`config.mk`:
```
export PLATFORM = sky130hd
export DESIGN_NAME = pla_mul
export DESIGN_NICKNAME = d
export VERILOG_FILES = /design/src/rtl/core/pla_mul.sv
export SDC_FILE = /design/constraint.sdc
export NUM_CORES = 2
export LEC_CHECK = 0
export BUFFER_PORTS_ARGS = -buffer_cell sky130_fd_sc_hd__buf_2
export CAP_MARGIN = 20
export CORE_ASPECT_RATIO = 0.7
export CORE_MARGIN = 5
export CORE_UTILIZATION = 50
export CTS_CLUSTER_DIAMETER = 80
export CTS_CLUSTER_SIZE = 40
export DETAILED_ROUTE_END_ITERATION = 8
export PLACE_DENSITY = 0.67
export SLEW_MARGIN = 20
export SYNTH_ARGS = -nofsm -noshare
export SYNTH_HDL_FRONTEND = slang
export SYNTH_SLANG_ARGS = --single-unit
```
`constraint.sdc`:
```
create_clock -name i_clk -period 24.4 [get_ports i_clk]
set_clock_uncertainty 0.15 [all_clocks]
set_input_delay 1.22 -clock i_clk [delete_from_list [all_inputs] [get_ports i_clk]]
set_output_delay 1.22 -clock i_clk [all_outputs]
set_load 0.03 [all_outputs]
```
`src/rtl/core/pla_mul.sv`:
```
// Shared multiplier: 64 x 32 product over two passes of one 32 x 32 array.
// Depends on nothing beyond the clock and reset.
module pla_mul (
    input  logic        i_clk,
    input  logic        i_rst_n,
    input  logic        i_start,
    input  logic [63:0] i_a,
    input  logic [31:0] i_b,
    output logic        o_done,
    output logic [63:0] o_p
);
    logic        r_ph;
    logic        r_done;
    logic [31:0] r_hi;
    logic [31:0] r_b;
    logic [63:0] r_acc;
    logic [31:0] mul_x;
    logic [31:0] mul_y;
    logic [63:0] prod;

    assign mul_x  = i_start ? i_a[31:0] : r_hi;
    assign mul_y  = i_start ? i_b : r_b;
    assign prod   = mul_x * mul_y;
    assign o_done = r_done;
    assign o_p    = r_acc;

    always_ff @(posedge i_clk) begin
        if (!i_rst_n) begin
            r_ph   <= 1'b0;
            r_done <= 1'b0;
        end else begin
            r_ph   <= i_start;
            r_done <= r_ph;
        end
        if (i_start) begin
            r_acc <= prod;
            r_hi  <= i_a[63:32];
            r_b   <= i_b;
        end else if (r_ph) begin
            r_acc <= r_acc + {prod[31:0], 32'b0};
        end
    end
endmodule

```
==> impl_results.md <==
* CP max stage delay at 0.66 ns
* Final TNS setup at 0 ns
* Final Cycle Share at approximately 47%
* Endpoints failing setup at 0
* Setup CP Type: input pin to flip-flop
* Number of port buffers at between 150 and 200
* Reg clk slew, reported paths at around 0.070 ns
* Die height at approximately 240 µm
* Min-Delay Path Class: flip-flop to flip-flop
* DR vias/cell at 5.59
* RSZ-0062 raised after global routing: false
* DRT Wirelength at around 120 mm
* Number of max-cap violations at 0
* Placer Congestion at between 1 and 1.5
* H-tree Lvls at 4
* Top_reg_cell synth: edfxtp_1
* Cell taking the most area after synthesis: fa_1
* DRC violation count after routing at 0
* Synth top area cells: fa_1 47%, ha_1 9.6%, inv_1 8.6%
* Grt ovf at 0
* Arr. time, crit path at around 12 ns
* CORE AREA at roughly 77,000 µm²
* Final hold violations at 0
* Syn Std Cell Area at roughly 39,000 µm²
* CP max FO at 51
* Initial DRC Count at about 2,800
* Post-synth cell types at 80
* Most common cell in the netlist: fa_1
* Most frequent cells after synthesis: 897 x fa_1, 880 x inv_1, 699 x nand2_1
* Flops & latches, synth at between 100 and 150
* Total track usage at about 31%
* I/O Pins at 164
* EDFF count, synth at between 90 and 100
* Status: finished, final reports clean
* Worst-skew pair later-pin latency at around 0.53 ns
* Clk sinks at 130
* Die area at 82,800 µm²
* Mean Syn Cell Area at between 9 and 10 µm²
* Postcts setup bufs at 0
* DR vias at 29,700
* Post-CTS sizing at 0
* Drt first pass iters at 5
* Worst relative slew slack at around 30%
* Post-synthesis sequential area ratio at under 10%
* Area share of the largest cell type after synthesis at a little under half
* Initial core utilization at between 50% and 60%
* Diode count at 0
* Site Rows at 85
* Vias in the first global route at slightly above 30,000
* Share of layout cells above drive strength 1 at about 8.5%
* YS warnings at 0
* Initial antenna violation count at 4
* Mapped Cells at between 4,000 and 5,000
* FFs w/ async S/R, synth at 0%
* CTS tree: built
* Fin. max-slew vios at 0
* Pin count of the biggest net entering global routing at a little under 70
* CP Capture Type: flip-flop
* Layout net count at 5,548
* Required time worst endpoint at roughly 24 ns
* First-pass GRT wire length at between 150 and 200 mm
* Crit start category: input pin
* CTS Root Cell: clkbuf_16
* Die Width at between 300 and 400 µm
* CP max-delay cell: buf_4
* Tmin final at approximately 11 ns
* Synthesized Nets at approximately 5,500
* Longest Clk Path Bufs at 2
* Top cell by count, worst path: fa_1
* Num CTS Buffers at 17
* Routed Antenna Nets at 0
* Detailed placement HPWL at approximately 100 mm
* Fmax achieved at between 80 and 90 MHz
* Average routed wire per standard cell at around 23 µm
* Worst-margin pin slew at slightly above 1 ns
* Layout overhead on the synthesized area at 6.74%
* Hold buffers post-CTS at 0
-- through the flow --
stage	instances	cell area, µm²	utilization [%]	worst slack, ns	hold WS (ns)
2_1_floorplan	4199	38500	-	14.28	0.271
3_3_place_gp	5281	40500	52.9	12.64	0.308
6_report	5313	41100	53.6	12.92	0.330
4_1_cts	5313	41100	53.6	13.08	0.338
5_1_grt	5313	41100	53.6	12.37	0.348
3_5_place_dp	5281	40500	52.9	12.53	0.320
-- state kept, by name, summed over array words and instances (netlist names) --
name	count
o_done	1
o_p	64
r_b	32
r_hi	32
r_ph	1
-- logic make-up after synthesis --
logic type	count (synthesis)	synth area share (%)
and+or+nand+nor	1286	13.5
buffers and inverters	1091	10.9
DFF	130	9.25
adders and majority gates	1193	56.2
muxes	104	2.83
xor gates and xnor gates	89	2.02
AOI/OAI and AO/OA	306	5.32
-- cells in the final DEF (no fill, tap or decap), types with 6 or more instances in the layout --
master     netlist  routed
a21o_1          52      52
a21oi_1         83      83
inv_6            0       6
xor2_1          33      33
buf_2            0     162
mux2i_2          0      19
mux2i_1         66      43
nor2_1         434     434
a211oi_1        14      14
nand2b_1        10      10
nand4_1         23      23
clkbuf_16        0      17
o21ai_1         13      13
nand3_1         22      22
o21a_1          13      13
buf_4            1      81
and3_1          13      13
nand2_1        699     699
o21ai_0         42      42
ha_1           296     296
dfxtp_1         34      34
nor2b_1          9       9
inv_1          880     880
edfxtp_1        96      96
mux2_2          38      38
fa_1           897     897
and2_1          44      44
xnor2_1         56      56
o21bai_1        12      12
a31oi_1         11      11
-- cell type report --
type,instances,area (µm²)
Sequential cell,130,3560
Clock inverter,14,170
Inverter,885,3320
Fill cell,7065,35500
Timing Repair Buffer,244,1430
Tap cell,1044,1310
Clock buffer,18,429
Multi-Input combinational cell,2978,30900
-- metal layers --
metal	wire length [µm]	track usage [%]
met1	51800	44.4
met2	49400	41.8
met3	18300	13.2
met4	3970	9.29
met5	16	0
-- worst max-delay path, delay by kind of cell --
family	cells	cell delay, ns
adder cells (fa/ha/maj)	10	4.73
buffers and inverters	8	2.41
AND/OR/NAND/NOR	8	1.41
AO/OA/AOI/OAI	6	0.94
XOR/XNOR	2	0.60
multiplexers	1	0.12
-- path summary, 6_finish.rpt --
path / startpoint / endpoint / slack (ns) / cells past startpoint
max: i_start / o_p[63] / 12.92 / 35
min: r_ph / o_done / 0.33 / 1
max reg2reg: r_b[12] / o_p[63] / 14.51 / 33
min reg2reg: r_ph / o_done / 0.33 / 1
Power is left out: the tool's default activity adds up to more than one toggle a clock period on the data nets, which glitch-free logic cannot reach.
