### config.mk
export PLATFORM = sky130hd
export DESIGN_NAME = pla_div
export DESIGN_NICKNAME = d
export VERILOG_FILES = /design/src/rtl/core/pla_div.sv
export SDC_FILE = /design/constraint.sdc
export NUM_CORES = 1
export LEC_CHECK = 0
export BUFFER_PORTS_ARGS = -buffer_cell sky130_fd_sc_hd__clkbuf_2
export CAP_MARGIN = 30
export CORE_ASPECT_RATIO = 2
export CORE_MARGIN = 2
export CORE_UTILIZATION = 40
export CTS_CLUSTER_SIZE = 14
export DETAILED_ROUTE_END_ITERATION = 6
export HOLD_SLACK_MARGIN = 0.1
export RECOVER_POWER = 50
export SETUP_SLACK_MARGIN = 0.2
export SYNTH_ARGS = -nofsm -noshare
export SYNTH_HDL_FRONTEND = slang
export SYNTH_SLANG_ARGS = --single-unit
### constraint.sdc
create_clock -name i_clk -period 4.9 [get_ports i_clk]
set_clock_uncertainty 0.15 [all_clocks]
set_input_delay 0.49 -clock i_clk [delete_from_list [all_inputs] [get_ports i_clk]]
set_output_delay 0.49 -clock i_clk [all_outputs]
set_load 0.02 [all_outputs]
### src/rtl/core/pla_div.sv
// Restoring divider, one quotient bit a cycle, quotient width set per request.
// Depends on nothing beyond the clock and reset.
module pla_div (
    input  logic        i_clk,
    input  logic        i_rst_n,
    input  logic        i_start,
    input  logic [47:0] i_dividend,
    input  logic [31:0] i_divisor,
    input  logic [5:0]  i_qbits,
    output logic        o_done,
    output logic [47:0] o_quo
);
    logic        r_busy;
    logic        r_done;
    logic [5:0]  r_cnt;
    logic [31:0] r_rem;
    logic [31:0] r_div;
    logic [47:0] r_quo;
    logic [47:0] start_rem;
    logic [32:0] rem2;
    logic        fits;

    assign start_rem = i_dividend >> i_qbits;
    assign rem2      = {r_rem, r_quo[47]};
    assign fits      = rem2 >= {1'b0, r_div};
    assign o_done    = r_done;
    assign o_quo     = r_quo;

    always_ff @(posedge i_clk) begin
        if (!i_rst_n) begin
            r_busy <= 1'b0;
            r_done <= 1'b0;
        end else begin
            r_done <= 1'b0;
            if (i_start) begin
                r_busy <= 1'b1;
            end else if (r_busy && r_cnt == 6'd1) begin
                r_busy <= 1'b0;
                r_done <= 1'b1;
            end
        end
        if (i_start) begin
            r_rem <= start_rem[31:0];
            r_quo <= i_dividend << (6'd48 - i_qbits);
            r_div <= i_divisor;
            r_cnt <= i_qbits;
        end else if (r_busy) begin
            r_rem <= fits ? 32'(rem2 - {1'b0, r_div}) : rem2[31:0];
            r_quo <= {r_quo[46:0], fits};
            r_cnt <= r_cnt - 6'd1;
        end
    end
endmodule

==> results.ini <==
[clock_tree]
numCtsBuffers = 17
clkLatencyLatePin_ns = 0.44
cts.clk_slew.worst_paths_ns = 0.06
htreeDepth = 4
cts_hold_buffers = 32
cts_root_buf = clkbuf_16
postCtsSetupBuffers = 0
cts_tree = done
clockBufferDepth = 2
cts_resized = 0
cts.sinks = 120

[setup_path]
r2r-start = r_rem[19]
cp.arrival_ns = 3.96
cp-end-kind = flip-flop
r2r-end = r_rem[8]
worst_ep_required_time_ns = 4.88
r2r_slack_ns = 1.12
reg2reg_depth = 10
cp_max_fo = 38
path_class = in -> reg
start_kind = input pin

[sta]
rsz0062_at_grt = no
setup_viol = 0
worstMarginPinSlew_ns = 2.02
period_minus_slack_ns = 3.98
finalMaxSlewViolations = 65
fmax_mhz = 251
final_hold_viol_count = 0
fin_crit_sh_pct = 81.2
timing.hold.ws_ns = 0.124
setup_ws_ns = 0.921
slew_headroom_pct = -34.4
tns_ns = 0

[finish]
drive_above_1_share_pct = 18.1
layout_common_cells = 215 x nand2_1, 118 x edfxtp_1, 106 x nor2_1, 87 x clkbuf_2, 84 x mux4_2
finalNonFillerCells = 1761
final_nets = 1509
n_antenna_cell = 0
area_delta_synth_final_pct = 14.9
final_common_cell = nand2_1

[synth]
yosysWarnings = 0
synth_area_per_cell_um2 = 9.33
synth-seq-area-share_pct = 30.2
yosys_most_used_dff = edfxtp_1
netlist_area_um2 = 11900
synth_enable_flop_cells = 118
synthCells = 1270
ys_types = 72
async_flop_share_pct = 0
ys_ff_latch = 120
syn_nets = 1395

[die]
row_count = 89
pin_count = 138
die_h_um = 247
core_area_um2 = 29300
die_x_um = 126
die_area_um2 = 31100
initial_utilization_pct = 40.5

[global_routing]
grt_max_degree = 96
antenna_found_initial = 0
track_usage_pct = 24.5
grt_pass1_vias = 10400
gr-total-overflow = 0
grt_pass1_wl_um = 59900

[pwr]
p_leak_nw = 5.44
powerDensity_nw_per_um2 = 407
vdd_drop_max_mv = 0.269

[route]
drc_errors = 0
route.vias.total = 11000
vias_per_cell = 6.26
avgRoutedWirePerCell_um = 22.0
first_iter_violations = 1174
detail-route-antenna-nets = 0
wirelength_um = 38800
firstDrtPassIters = 5

[placement]
dp_cells = 1696
routabilityCongestion = 0.938
pre_cts_ws_ns = 0.932
dp_hpwl_um = 29000
io_buffers = 137

[hold_path]
min-delay-start = i_rst_n
hold_end = o_done
hold_path_class = in -> reg
worstHoldPathCells = 3

[outcome]
violations = max-capacitance violations, max-slew violations
outcome = finished with violations

[job]
max_cap_violations = 2

[per-stage QoR]
stage	area (um2)	total power [mW]	util, %
2_1_floorplan	11900	3.60	-
3_3_place_gp	12800	4.33	43.7
3_5_place_dp	12800	4.35	43.8
4_1_cts	13700	5.55	46.7
5_1_grt	13600	5.89	46.5
6_report	13600	5.55	46.5
[synth_stat cells (7+ instances only)]
library cell	count	area share (%)
buf_2	20	0.84
a21o_1	18	1.1
a2bb2oi_1	7	0.52
ha_1	35	3.7
a211oi_1	11	0.70
and3_1	11	0.58
xnor2_1	24	1.8
inv_1	51	1.6
a21oi_1	77	3.3
a221oi_1	11	0.81
mux2i_1	73	6.2
buf_1	8	0.25
clkbuf_1	60	1.9
o221ai_1	8	0.59
o2bb2ai_1	23	1.7
nor2_1	106	3.4
mux2_2	10	0.95
xor2_1	12	0.89
o22ai_1	9	0.47
o211ai_1	10	0.63
o21a_1	10	0.63
nand2_1	215	6.8
nor3_1	16	0.68
a32oi_1	13	0.96
nand3_1	25	1.1
mux4_2	84	16
o21ai_0	77	3.3
a311o_1	8	0.68
edfxtp_1	118	30
a31oi_1	16	0.84
[worst max path at each step]
stage	startpoint	cells after the start	endpoint
after floorplan	i_qbits[1]	14	o_quo[39]
after global placement	i_qbits[1]	11	o_quo[33]
after detailed placement	i_qbits[1]	11	o_quo[33]
after CTS	r_rem[19]	10	r_rem[8]
after global routing	i_start	3	r_rem[20]
final	i_start	3	r_rem[23]
[cells by family after synthesis]
group,Yosys count,synth area share [%]
fa+ha+maj,36,3.86
xor+xnor,36,2.66
mux,167,23.1
flops,120,30.2
buf+inv,152,5.34
compound gates,350,20.1
simple gates,409,14.8
[per-layer routing]
metal	vias to the layer above	GRT usage [%]	wire length, um
li1	5076	-	-
met1	5297	33.8	16400
met2	592	38.9	18300
met3	54	4.79	3220
met4	0	7.84	938
met5	-	0	0
[critical path, stage by stage]
cell,delay (ns)
clkbuf_1,1.40
or2_0,1.55
buf_4,0.46
[registers in the layout, summed over array words and instances (netlist names)]
| signal | cells |
|---|---|
| r_rem | 32 |
| r_div | 32 |
| r_cnt | 6 |
| o_quo | 48 |
| r_busy | 1 |
| o_done | 1 |
[report_power, final]
group          switching, mW  internal [mW]  leakage, nW
logic                   1.72           1.11         3.97
registers              0.149           1.42         1.22
clock network          0.465          0.687        0.249
[final cells by class]
cell class	instances	area (um2)
clock buffer	22	444
clock inverter	10	80.1
fill	2805	15700
inverter	56	210
multi-input combinational	998	7690
sequential	120	3580
tap	364	455
timing repair buffer	191	1150
Power figures use the tool's default switching activity.
